<file path="src/psr_pkg.sv">
// ----------------------------------------------------------------------------
// PID speed regulator package
// Shared widths, constants, register codes and structs for the regulator.
// ----------------------------------------------------------------------------
package psr_pkg;

  // Width of the saturating integral sum (valid range 32 to 64).
  localparam int SUM_WIDTH = 40;

  localparam int SPEED_W    = 16;
  localparam int GAIN_W     = 8;
  localparam int ERR_W      = SPEED_W + 1;
  localparam int DIFF_W     = ERR_W + 1;
  // P and D terms in hundredths: |P| < 1.7e8, |D| < 3.4e7, so 29 signed bits.
  localparam int TERM_W     = 29;
  localparam int CFG_IDX_W  = 3;
  localparam int CFG_DATA_W = 16;

  // Floor division of the P+D term by 100. The term is biased by 100 * 2^22,
  // which makes it positive and below 2^30, then divided by a reciprocal
  // multiply that is at most one short of the true quotient.
  localparam int DIVISOR     = 100;
  localparam int BIAS_EXP    = 22;
  localparam int U_W         = 30;
  localparam int QUO_W       = 23;
  localparam int RECIP_SHIFT = 32;
  localparam int RECIP_W     = 26;

  localparam logic [U_W-1:0]     BIAS  = U_W'(DIVISOR * (2 ** BIAS_EXP));
  localparam logic [RECIP_W-1:0] RECIP = RECIP_W'((64'd1 << RECIP_SHIFT) / DIVISOR);

  typedef enum logic [CFG_IDX_W-1:0] {
    REG_P_GAIN    = 3'd0,
    REG_I_GAIN    = 3'd1,
    REG_D_GAIN    = 3'd2,
    REG_DRIVE_MIN = 3'd3,
    REG_DRIVE_MAX = 3'd4
  } psr_reg_t;

  typedef struct packed {
    logic        [GAIN_W-1:0]  p_gain;
    logic        [GAIN_W-1:0]  i_gain;
    logic        [GAIN_W-1:0]  d_gain;
    logic signed [SPEED_W-1:0] drive_min;
    logic signed [SPEED_W-1:0] drive_max;
  } psr_cfg_t;

  typedef struct packed {
    logic ld_mid;
    logic ld_out;
  } psr_div_ctl_t;

endpackage

</file>
<file path="src/psr_in_if.sv">
// ----------------------------------------------------------------------------
// PID speed regulator input channel
// Valid/ready channel that carries one speed sample transaction.
// ----------------------------------------------------------------------------
interface psr_in_if;

  logic                                valid;
  logic                                ready;
  logic signed [psr_pkg::SPEED_W-1:0]  target_speed;
  logic signed [psr_pkg::SPEED_W-1:0]  measured_speed;
  logic                                drive_enable;

  modport source (
    output valid,
    output target_speed,
    output measured_speed,
    output drive_enable,
    input  ready
  );

  modport sink (
    input  valid,
    input  target_speed,
    input  measured_speed,
    input  drive_enable,
    output ready
  );

endinterface

</file>
<file path="src/psr_out_if.sv">
// ----------------------------------------------------------------------------
// PID speed regulator result channel
// Valid/ready channel that carries one drive command transaction.
// ----------------------------------------------------------------------------
interface psr_out_if;

  logic                                valid;
  logic                                ready;
  logic signed [psr_pkg::SPEED_W-1:0]  drive_value;

  modport source (
    output valid,
    output drive_value,
    input  ready
  );

  modport sink (
    input  valid,
    input  drive_value,
    output ready
  );

endinterface

</file>
<file path="src/psr_cfg_regs.sv">
// ----------------------------------------------------------------------------
// PID speed regulator configuration registers
// Gains and output limits, written through a plain indexed write port.
// ----------------------------------------------------------------------------
module psr_cfg_regs (
  input  logic                                clk,
  input  logic                                rst_n,
  input  logic                                cfg_we,
  input  logic [psr_pkg::CFG_IDX_W-1:0]       cfg_idx,
  input  logic [psr_pkg::CFG_DATA_W-1:0]      cfg_wdata,
  output psr_pkg::psr_cfg_t                   cfg_r
);

  always_ff @(posedge clk) begin
    if (!rst_n) begin
      cfg_r.p_gain    <= '0;
      cfg_r.i_gain    <= '0;
      cfg_r.d_gain    <= '0;
      cfg_r.drive_min <= {1'b1, {(psr_pkg::SPEED_W-1){1'b0}}};
      cfg_r.drive_max <= {1'b0, {(psr_pkg::SPEED_W-1){1'b1}}};
    end else if (cfg_we) begin
      unique case (psr_pkg::psr_reg_t'(cfg_idx))
        psr_pkg::REG_P_GAIN:    cfg_r.p_gain    <= cfg_wdata[psr_pkg::GAIN_W-1:0];
        psr_pkg::REG_I_GAIN:    cfg_r.i_gain    <= cfg_wdata[psr_pkg::GAIN_W-1:0];
        psr_pkg::REG_D_GAIN:    cfg_r.d_gain    <= cfg_wdata[psr_pkg::GAIN_W-1:0];
        psr_pkg::REG_DRIVE_MIN: cfg_r.drive_min <= $signed(cfg_wdata[psr_pkg::SPEED_W-1:0]);
        psr_pkg::REG_DRIVE_MAX: cfg_r.drive_max <= $signed(cfg_wdata[psr_pkg::SPEED_W-1:0]);
        default: begin
        end
      endcase
    end
  end

endmodule

</file>
<file path="src/psr_law.sv">
// ----------------------------------------------------------------------------
// PID speed regulator control law stage
// Forms the error, updates the stored error and integral, and registers the
// P+D term in hundredths together with the new integral.
// ----------------------------------------------------------------------------
module psr_law (
  input  logic                                   clk,
  input  logic                                   rst_n,
  input  logic                                   adv,
  input  logic signed [psr_pkg::SPEED_W-1:0]     target_speed,
  input  logic signed [psr_pkg::SPEED_W-1:0]     measured_speed,
  input  logic                                   drive_enable,
  input  psr_pkg::psr_cfg_t                      cfg,
  output logic signed [psr_pkg::TERM_W-1:0]      term_r,
  output logic signed [psr_pkg::SUM_WIDTH-1:0]   sum_r
);

  localparam logic signed [psr_pkg::SUM_WIDTH-1:0] SUM_MAX =
    {1'b0, {(psr_pkg::SUM_WIDTH-1){1'b1}}};
  localparam logic signed [psr_pkg::SUM_WIDTH-1:0] SUM_MIN =
    {1'b1, {(psr_pkg::SUM_WIDTH-1){1'b0}}};

  logic signed [psr_pkg::ERR_W-1:0]             last_error_r;
  logic signed [psr_pkg::SUM_WIDTH-1:0]         error_sum_r;

  logic signed [psr_pkg::ERR_W-1:0]             err;
  logic signed [psr_pkg::DIFF_W-1:0]            err_diff;
  logic        [psr_pkg::GAIN_W-1:0]            kp;
  logic        [psr_pkg::GAIN_W-1:0]            ki;
  logic signed [psr_pkg::ERR_W+psr_pkg::GAIN_W:0]  p_prod;
  logic signed [psr_pkg::ERR_W+psr_pkg::GAIN_W:0]  i_prod;
  logic signed [psr_pkg::DIFF_W+psr_pkg::GAIN_W:0] d_prod;
  logic signed [psr_pkg::TERM_W-1:0]            p_ext;
  logic signed [psr_pkg::TERM_W-1:0]            term_nxt;
  logic signed [psr_pkg::SUM_WIDTH-1:0]         sum_base;
  logic signed [psr_pkg::SUM_WIDTH:0]           sum_wide;
  logic signed [psr_pkg::SUM_WIDTH-1:0]         sum_nxt;

  always_comb begin
    // With the drive disabled, P and I gains count as zero and the sum restarts.
    kp       = drive_enable ? cfg.p_gain : '0;
    ki       = drive_enable ? cfg.i_gain : '0;
    err      = $signed({target_speed[psr_pkg::SPEED_W-1], target_speed})
             - $signed({measured_speed[psr_pkg::SPEED_W-1], measured_speed});
    err_diff = $signed({err[psr_pkg::ERR_W-1], err})
             - $signed({last_error_r[psr_pkg::ERR_W-1], last_error_r});

    p_prod   = err * $signed({1'b0, kp});
    i_prod   = err * $signed({1'b0, ki});
    d_prod   = err_diff * $signed({1'b0, cfg.d_gain});

    // P in hundredths is err * kp * 10, done as two shifts and an add.
    p_ext    = (psr_pkg::TERM_W)'(p_prod);
    term_nxt = (p_ext <<< 3) + (p_ext <<< 1) + (psr_pkg::TERM_W)'(d_prod);

    sum_base = drive_enable ? error_sum_r : '0;
    sum_wide = (psr_pkg::SUM_WIDTH+1)'(sum_base) + (psr_pkg::SUM_WIDTH+1)'(i_prod);
    if (sum_wide[psr_pkg::SUM_WIDTH] != sum_wide[psr_pkg::SUM_WIDTH-1]) begin
      sum_nxt = sum_wide[psr_pkg::SUM_WIDTH] ? SUM_MIN : SUM_MAX;
    end else begin
      sum_nxt = $signed(sum_wide[psr_pkg::SUM_WIDTH-1:0]);
    end
  end

  always_ff @(posedge clk) begin
    if (!rst_n) begin
      last_error_r <= '0;
      error_sum_r  <= '0;
    end else if (adv) begin
      last_error_r <= err;
      error_sum_r  <= sum_nxt;
    end
  end

  always_ff @(posedge clk) begin
    if (adv) begin
      term_r <= term_nxt;
      sum_r  <= sum_nxt;
    end
  end

endmodule

</file>
<file path="src/psr_div.sv">
// ----------------------------------------------------------------------------
// PID speed regulator scaling and clamp stages
// Divides the hundredths total by 100 with truncation toward zero, using a
// reciprocal multiply and one correction step, then clamps to the limits.
// ----------------------------------------------------------------------------
module psr_div (
  input  logic                                   clk,
  input  psr_pkg::psr_div_ctl_t                  ctl,
  input  logic signed [psr_pkg::TERM_W-1:0]      term,
  input  logic signed [psr_pkg::SUM_WIDTH-1:0]   sum,
  input  logic signed [psr_pkg::SPEED_W-1:0]     drive_min,
  input  logic signed [psr_pkg::SPEED_W-1:0]     drive_max,
  output logic signed [psr_pkg::SPEED_W-1:0]     drive_value_r
);

  localparam int PROD_W = psr_pkg::U_W + psr_pkg::RECIP_W;
  localparam int V_W    = psr_pkg::SUM_WIDTH + 2;
  localparam logic signed [psr_pkg::QUO_W:0] QBIAS =
    (psr_pkg::QUO_W+1)'(2 ** psr_pkg::BIAS_EXP);

  // First stage: biased term and estimated quotient.
  logic [psr_pkg::U_W-1:0]              u;
  logic [PROD_W-1:0]                    prod;
  logic [psr_pkg::U_W-1:0]              u_r;
  logic [psr_pkg::QUO_W-1:0]            q0_r;
  logic signed [psr_pkg::SUM_WIDTH-1:0] sum_mid_r;

  // Second stage: correction, recombination and clamp.
  logic [psr_pkg::U_W-1:0]              rem;
  logic                                 fix;
  logic                                 rem_nz;
  logic [psr_pkg::QUO_W-1:0]            q;
  logic signed [psr_pkg::QUO_W:0]       fq;
  logic signed [psr_pkg::SUM_WIDTH:0]   w;
  logic                                 round_up;
  logic signed [V_W-1:0]                v;
  logic signed [V_W-1:0]                min_ext;
  logic signed [V_W-1:0]                max_ext;
  logic signed [psr_pkg::SPEED_W-1:0]   drive_nxt;

  always_comb begin
    u    = (psr_pkg::U_W)'(term) + psr_pkg::BIAS;
    prod = PROD_W'(u) * PROD_W'(psr_pkg::RECIP);
  end

  always_ff @(posedge clk) begin
    if (ctl.ld_mid) begin
      u_r       <= u;
      q0_r      <= prod[psr_pkg::RECIP_SHIFT +: psr_pkg::QUO_W];
      sum_mid_r <= sum;
    end
  end

  always_comb begin
    // The estimate is the true quotient or one below it.
    rem      = u_r - (psr_pkg::U_W)'(q0_r) * (psr_pkg::U_W)'(psr_pkg::DIVISOR);
    fix      = (rem >= (psr_pkg::U_W)'(psr_pkg::DIVISOR));
    rem_nz   = fix ? (rem != (psr_pkg::U_W)'(psr_pkg::DIVISOR)) : (rem != '0);
    q        = q0_r + (psr_pkg::QUO_W)'(fix);
    fq       = $signed({1'b0, q}) - QBIAS;

    // Floor of the total is sum + floor(term / 100); a negative total with a
    // nonzero remainder rounds up by one to truncate toward zero.
    w        = (psr_pkg::SUM_WIDTH+1)'(sum_mid_r) + (psr_pkg::SUM_WIDTH+1)'(fq);
    round_up = w[psr_pkg::SUM_WIDTH] & rem_nz;
    v        = $signed({w[psr_pkg::SUM_WIDTH], w}) + $signed({{(V_W-1){1'b0}}, round_up});

    min_ext  = V_W'(drive_min);
    max_ext  = V_W'(drive_max);
    if (v < min_ext) begin
      drive_nxt = drive_min;
    end else if (v > max_ext) begin
      drive_nxt = drive_max;
    end else begin
      drive_nxt = $signed(v[psr_pkg::SPEED_W-1:0]);
    end
  end

  always_ff @(posedge clk) begin
    if (ctl.ld_out) begin
      drive_value_r <= drive_nxt;
    end
  end

endmodule

</file>
<file path="src/pid_speed_regulator.sv">
// ----------------------------------------------------------------------------
// PID speed regulator
// Speed loop controller with saturating integral and clamped drive output.
// ----------------------------------------------------------------------------
// Each input transaction carries a target and a measured speed and returns
// exactly one drive command. The regulator accepts one transaction per clock
// cycle while no held result backs up the pipeline. The path holds four
// registers: input, control law, quotient estimate and result. The rate of
// one transaction per cycle holds because the control law stage reads and
// updates the stored error and integral sum at each advance, so consecutive
// samples follow each other without a gap; the division by 100 and the clamp
// sit in two further stages behind it. Each stage holds its transaction until
// the next one is free, so a stalled result does not block input while
// earlier stages still have room. The user must write gains and limits on
// the cfg port only while no transaction is in flight; the block does not
// enforce this. A write to an unknown index is ignored. The drive is
// err*p_gain/10 + sum + (err-prev)*d_gain/100, formed exactly in hundredths,
// truncated toward zero and clamped; when the drive is disabled only the
// derivative term acts and the sum is cleared.
// ----------------------------------------------------------------------------
module pid_speed_regulator (
  input  logic                              clk,
  input  logic                              rst_n,
  psr_in_if.sink                            in_ch,
  psr_out_if.source                         out_ch,
  input  logic                              cfg_we,
  input  logic [psr_pkg::CFG_IDX_W-1:0]     cfg_idx,
  input  logic [psr_pkg::CFG_DATA_W-1:0]    cfg_wdata
);

  localparam int NSTG = 4;

  psr_pkg::psr_cfg_t                     cfg;
  psr_pkg::psr_div_ctl_t                 div_ctl;

  // Stage 0 is the input register, 1 the law output, 2 the quotient estimate
  // and 3 the result register.
  logic [NSTG-1:0]                       vld_r;
  logic [NSTG-1:0]                       vld_nxt;
  logic [NSTG-1:0]                       rdy;
  logic [NSTG-1:0]                       ld;
  logic                                  out_take;

  logic signed [psr_pkg::SPEED_W-1:0]    target_r;
  logic signed [psr_pkg::SPEED_W-1:0]    measured_r;
  logic                                  enable_r;

  logic signed [psr_pkg::TERM_W-1:0]     term;
  logic signed [psr_pkg::SUM_WIDTH-1:0]  sum;
  logic signed [psr_pkg::SPEED_W-1:0]    drive_value;

  psr_cfg_regs u_cfg (
    .clk       (clk),
    .rst_n     (rst_n),
    .cfg_we    (cfg_we),
    .cfg_idx   (cfg_idx),
    .cfg_wdata (cfg_wdata),
    .cfg_r     (cfg)
  );

  // A stage can load when it is empty or its transaction moves on this cycle.
  always_comb begin
    out_take = vld_r[NSTG-1] & out_ch.ready;
    rdy[NSTG-1] = ~vld_r[NSTG-1] | out_ch.ready;
    for (int i = NSTG - 2; i >= 0; i--) begin
      rdy[i] = ~vld_r[i] | rdy[i+1];
    end
    ld[0] = in_ch.valid & rdy[0];
    for (int i = 1; i < NSTG; i++) begin
      ld[i] = vld_r[i-1] & rdy[i];
    end
    for (int i = 0; i < NSTG - 1; i++) begin
      vld_nxt[i] = ld[i] | (vld_r[i] & ~ld[i+1]);
    end
    vld_nxt[NSTG-1] = ld[NSTG-1] | (vld_r[NSTG-1] & ~out_take);
    div_ctl.ld_mid = ld[2];
    div_ctl.ld_out = ld[3];
  end

  always_ff @(posedge clk) begin
    if (!rst_n) begin
      vld_r <= '0;
    end else begin
      vld_r <= vld_nxt;
    end
  end

  always_ff @(posedge clk) begin
    if (ld[0]) begin
      target_r   <= in_ch.target_speed;
      measured_r <= in_ch.measured_speed;
      enable_r   <= in_ch.drive_enable;
    end
  end

  // The stored error and integral advance when a sample leaves the input
  // register, which keeps them in transaction order.
  psr_law u_law (
    .clk            (clk),
    .rst_n          (rst_n),
    .adv            (ld[1]),
    .target_speed   (target_r),
    .measured_speed (measured_r),
    .drive_enable   (enable_r),
    .cfg            (cfg),
    .term_r         (term),
    .sum_r          (sum)
  );

  psr_div u_div (
    .clk           (clk),
    .ctl           (div_ctl),
    .term          (term),
    .sum           (sum),
    .drive_min     (cfg.drive_min),
    .drive_max     (cfg.drive_max),
    .drive_value_r (drive_value)
  );

  assign in_ch.ready        = rdy[0];
  assign out_ch.valid       = vld_r[NSTG-1];
  assign out_ch.drive_value = drive_value;

`ifndef NO_ASSERTIONS
  // Input is only refused when a finished result is being held back.
  a_stall_source: assert property (@(posedge clk) disable iff (!rst_n)
    !in_ch.ready |-> (vld_r[NSTG-1] && !out_ch.ready))
    else $error("input refused without a held result");

  // With ordered limits, every delivered drive lies inside them.
  a_clamp: assert property (@(posedge clk) disable iff (!rst_n)
    (out_ch.valid && (cfg.drive_min <= cfg.drive_max)) |->
      (out_ch.drive_value >= cfg.drive_min && out_ch.drive_value <= cfg.drive_max))
    else $error("drive value outside configured limits");

  // A transaction entering an empty pipeline reaches the result register.
  a_latency: assert property (@(posedge clk) disable iff (!rst_n)
    (ld[0] && (vld_r == '0)) |-> ##4 vld_r[NSTG-1])
    else $error("result missing four cycles after acceptance");
`endif

endmodule
</file>
<file path="src/flat_wrapper.sv">
// flat-port wrapper written by rule: the top's interface ports become plain ports
module pid_speed_regulator_flat 
  (clk, rst_n, cfg_we, cfg_idx, cfg_wdata, in_ch_valid, in_ch_target_speed, in_ch_measured_speed, in_ch_drive_enable, in_ch_ready, out_ch_valid, out_ch_drive_value, out_ch_ready);
  psr_in_if in_ch_i ();
  psr_out_if out_ch_i ();
  input  logic clk;
  input  logic rst_n;
  input  logic cfg_we;
  input  logic [psr_pkg::CFG_IDX_W-1:0] cfg_idx;
  input  logic [psr_pkg::CFG_DATA_W-1:0] cfg_wdata;
  input wire logic [$bits(in_ch_i.valid)-1:0] in_ch_valid;
  input wire logic [$bits(in_ch_i.target_speed)-1:0] in_ch_target_speed;
  input wire logic [$bits(in_ch_i.measured_speed)-1:0] in_ch_measured_speed;
  input wire logic [$bits(in_ch_i.drive_enable)-1:0] in_ch_drive_enable;
  output wire logic [$bits(in_ch_i.ready)-1:0] in_ch_ready;
  output wire logic [$bits(out_ch_i.valid)-1:0] out_ch_valid;
  output wire logic [$bits(out_ch_i.drive_value)-1:0] out_ch_drive_value;
  input wire logic [$bits(out_ch_i.ready)-1:0] out_ch_ready;
  assign in_ch_i.valid = in_ch_valid;
  assign in_ch_i.target_speed = in_ch_target_speed;
  assign in_ch_i.measured_speed = in_ch_measured_speed;
  assign in_ch_i.drive_enable = in_ch_drive_enable;
  assign in_ch_ready = in_ch_i.ready;
  assign out_ch_valid = out_ch_i.valid;
  assign out_ch_drive_value = out_ch_i.drive_value;
  assign out_ch_i.ready = out_ch_ready;
  pid_speed_regulator u_core (.clk(clk), .rst_n(rst_n), .in_ch(in_ch_i), .out_ch(out_ch_i), .cfg_we(cfg_we), .cfg_idx(cfg_idx), .cfg_wdata(cfg_wdata));
endmodule
</file>
<file path="config.mk">
export PLATFORM = sky130hd
export DESIGN_NAME = pid_speed_regulator_flat
export DESIGN_NICKNAME = d
export VERILOG_FILES = /design/src/psr_pkg.sv /design/src/psr_in_if.sv /design/src/psr_out_if.sv /design/src/psr_cfg_regs.sv /design/src/psr_law.sv /design/src/psr_div.sv /design/src/pid_speed_regulator.sv /design/src/flat_wrapper.sv
export SDC_FILE = /design/constraint.sdc
export NUM_CORES = 2
export LEC_CHECK = 0
export ABC_AREA = 1
export BUFFER_PORTS_ARGS = -buffer_cell sky130_fd_sc_hd__buf_2
export CORE_MARGIN = 2
export CORE_UTILIZATION = 50
export DETAILED_ROUTE_END_ITERATION = 16
export PLACE_DENSITY_LB_ADDON = 0.05
export SKIP_CTS_REPAIR_TIMING = 1
export SLEW_MARGIN = 20
export SYNTH_ARGS = -nofsm -noshare
export SYNTH_HDL_FRONTEND = slang
export SYNTH_SLANG_ARGS = --single-unit
</file>
<file path="constraint.sdc">
create_clock -name clk -period 29 [get_ports clk]
set_input_delay 4.35 -clock clk [delete_from_list [all_inputs] [get_ports clk]]
set_output_delay 4.35 -clock clk [all_outputs]
set_load 0.005 [all_outputs]
</file>
==> results.sh <==
export IMPL_status="completed"
export IMPL_rows=119
export IMPL_crit_start="u_core.u_div.q0_r[2]$_DFFE_PP_"
export IMPL_r2r_start="u_core.u_div.q0_r[2]$_DFFE_PP_"
export IMPL_root_buffer="clkbuf_16"
export IMPL_ios=75
export IMPL_critPathArrivalTime_ns=14.28
export IMPL_rsz0062_at_grt="false"
export IMPL_synth_top_area_cell="fa_1"
export IMPL_tightest_slew_ns=1.015
export IMPL_ys_seq_elements=328
export IMPL_die_w_um=329.2
export IMPL_numCtsBuffers=41
export IMPL_async_reset_ff_frac=0
export IMPL_final_min_clock_period_ns=13.93
export IMPL_maxCapViolations=0
export IMPL_drcViolationCount=0
export IMPL_stdcell_area_mm2=0.05628
export IMPL_syn_avg_cell_area_um2=8.274
export IMPL_path_common_cell="nand2_1"
export IMPL_yosys_warnings=0
export IMPL_port_buffers=74
export IMPL_max_clock_path_buffers=3
export IMPL_post_drt_via_cell_ratio=5.234
export IMPL_synthFlopType="edfxtp_1"
export IMPL_synth_distinct_cells=59
export IMPL_first_iter_violations=2442
export IMPL_cts_num_sinks=328
export IMPL_h_tree_depth=2
export IMPL_ant_nets=0
export IMPL_dr_pass1_iters=5
export IMPL_fp_dieH_um=329.2
export IMPL_areaGrowthSynthToFinish_pct=6.407
export IMPL_num_vias=41200
export IMPL_slew_headroom=0.3146
export IMPL_dpl_cell_area_mm2=0.05486
export IMPL_syn_inst=6392
export IMPL_slowest_stage="edfxtp_1"
export IMPL_finalHoldViolations=0
export IMPL_dp_hpwl_um=119000
export IMPL_fin_crit_sh=0.4803
export IMPL_required_ns=29.35
export IMPL_layout_drive_gt1_share=0.04506
export IMPL_hold_class="flip-flop to flip-flop"
export IMPL_wirelength_um=142000
export IMPL_die_area_mm2=0.1084
export IMPL_skew_ns=0.04140
export IMPL_crit_type="flip-flop to flip-flop"
export IMPL_wire_per_inst_um=18.05
export IMPL_clk_pin_slew_ns=0.06
export IMPL_final_common_cell="inv_1"
export IMPL_grt_pass1_wl_um=229100
export IMPL_worstHoldStart="u_core.u_law.sum_r[0]$_DFFE_PP_"
export IMPL_worstPathMaxFanout=18
export IMPL_cts_tree="built"
export IMPL_initial_utilization=0.5031
export IMPL_grt_max_degree=82
export IMPL_syn_area_mm2=0.05289
export IMPL_layout_common_cells="inv_1 (1,410), nand2_1 (1,020), ha_1 (734)"
export IMPL_syn_num_nets=7880
export IMPL_tns_ns=0
export IMPL_synth_edf_count=211
export IMPL_crit_path_start_kind="flip-flop"
export IMPL_worstSetupEndpointType="flip-flop"
export IMPL_slew_violations=0
export IMPL_setup_viol=0
export IMPL_ys_seq_area_frac=0.1641
export IMPL_num_nets_final=7935
export IMPL_cp_slowest_stage_delay_ns=0.48
export IMPL_antenna_found_initial=1
export IMPL_synth_top_area_share=0.2638
export IMPL_fmax_mhz=71.79
export IMPL_clkLatencyLatePin_ns=0.64
export IMPL_coreArea_mm2=0.1051
export IMPL_gr_total_overflow=0
export IMPL_gp_congestion=0.9353
export IMPL_first_global_vias=41880
export IMPL_synth_area_leaders="fa_1 (26%), ha_1 (17%), edfxtp_1 (12%), inv_1 (10%), nand2_1 (7.2%)"
export IMPL_num_antenna_cells=0
export IMPL_grt_usage=0.2701
==> synth_stat cells, drive strengths merged (6+ instances only) <==
cell and n:
dfxtp 117, nand3b 16, xor2 144, fa 697, a21o 29, edfxtp 211, a211oi 7, xnor2 93
o31ai 6, nand3 175, nor3 44, o21bai 23, nand2 1061, a21oi 339, buf 10, a31oi 33
o22ai 9, nor2 673, o41ai 13, clkinv 10, or2 16, nor4 13, o211ai 29, nand4 65
a22oi 7, clkbuf 80, o21a 14, o221ai 8, inv 1423, a21boi 14, o21ai 263, ha 734
==> state kept, by name (all words and copies together), names as in the netlist <==
name / flops
u_core.u_div.u_r: 30
u_core.u_law.last_error_r: 17
u_core.target_r: 16
u_core.u_law.sum_r: 40
u_core.enable_r: 1
u_core.u_cfg.cfg_r: 56
u_core.measured_r: 16
u_core.u_law.term_r: 29
u_core.u_div.sum_mid_r: 40
u_core.u_div.q0_r: 23
u_core.u_div.drive_value_r: 16
u_core.u_law.error_sum_r: 40
u_core.vld_r: 4
==> logic make-up after synthesis <==
logic type               after synthesis  synth area share
buffers and inverters               1523            0.1086
AND/OR/NAND/NOR                     2069            0.1645
XOR/XNOR                             238           0.03982
flip-flops                           328            0.1641
adder cells (fa/ha/maj)             1432            0.4377
AO/OA/AOI/OAI                        802           0.08533
==> final timing paths <==
kind,end,slack [ns],depth (start not counted)
max,u_core.u_div.drive_value_r[6]$_DFFE_PP_,15.07,78
min,u_core.u_div.sum_mid_r[0]$_DFFE_PP_,0.41,0
max reg2reg,u_core.u_div.drive_value_r[6]$_DFFE_PP_,15.07,78
min reg2reg,u_core.u_div.sum_mid_r[0]$_DFFE_PP_,0.41,0
==> area by class of cell <==
class / instances / area (µm²)
Fill cell: 10170 / 48840
Multi-Input combinational cell: 4541 / 38480
Sequential cell: 328 / 8678
Inverter: 1433 / 5383
Tap cell: 1391 / 1740
Clock buffer: 57 / 1159
Timing Repair Buffer: 102 / 580.6
Clock inverter: 19 / 257.7
==> worst max-delay path: cells and delay by family, from the launching register on <==
family	cells	cell delay, ns
fa+ha+maj	10	3.09
simple gates	47	6.73
buf+inv	7	0.96
flops	1	0.48
xor+xnor	3	0.40
compound gates	11	1.99
==> through the flow <==
step	cells	hold slack [ns]	util	worst slack, ns
finish	7871	0.4089	0.5354	15.07
global route	7871	0.4284	0.5354	13.84
CTS	7871	0.4128	0.5354	15.20
detailed placement	7795	0.4045	0.5219	15.22
global placement	7795	0.4055	0.5219	15.51
floorplan	6392	0.4003	-	17.70
==> metal layers <==
metal | GRT usage | part of all wire
met1 | 0.3804 | 0.47
met4 | 0.05089 | 0.018
met3 | 0.02626 | 0.043
met5 | 0 | 0
met2 | 0.4557 | 0.47
Power is left out: the tool's default activity adds up to more than one toggle a clock period on the data nets, which glitch-free logic cannot reach.
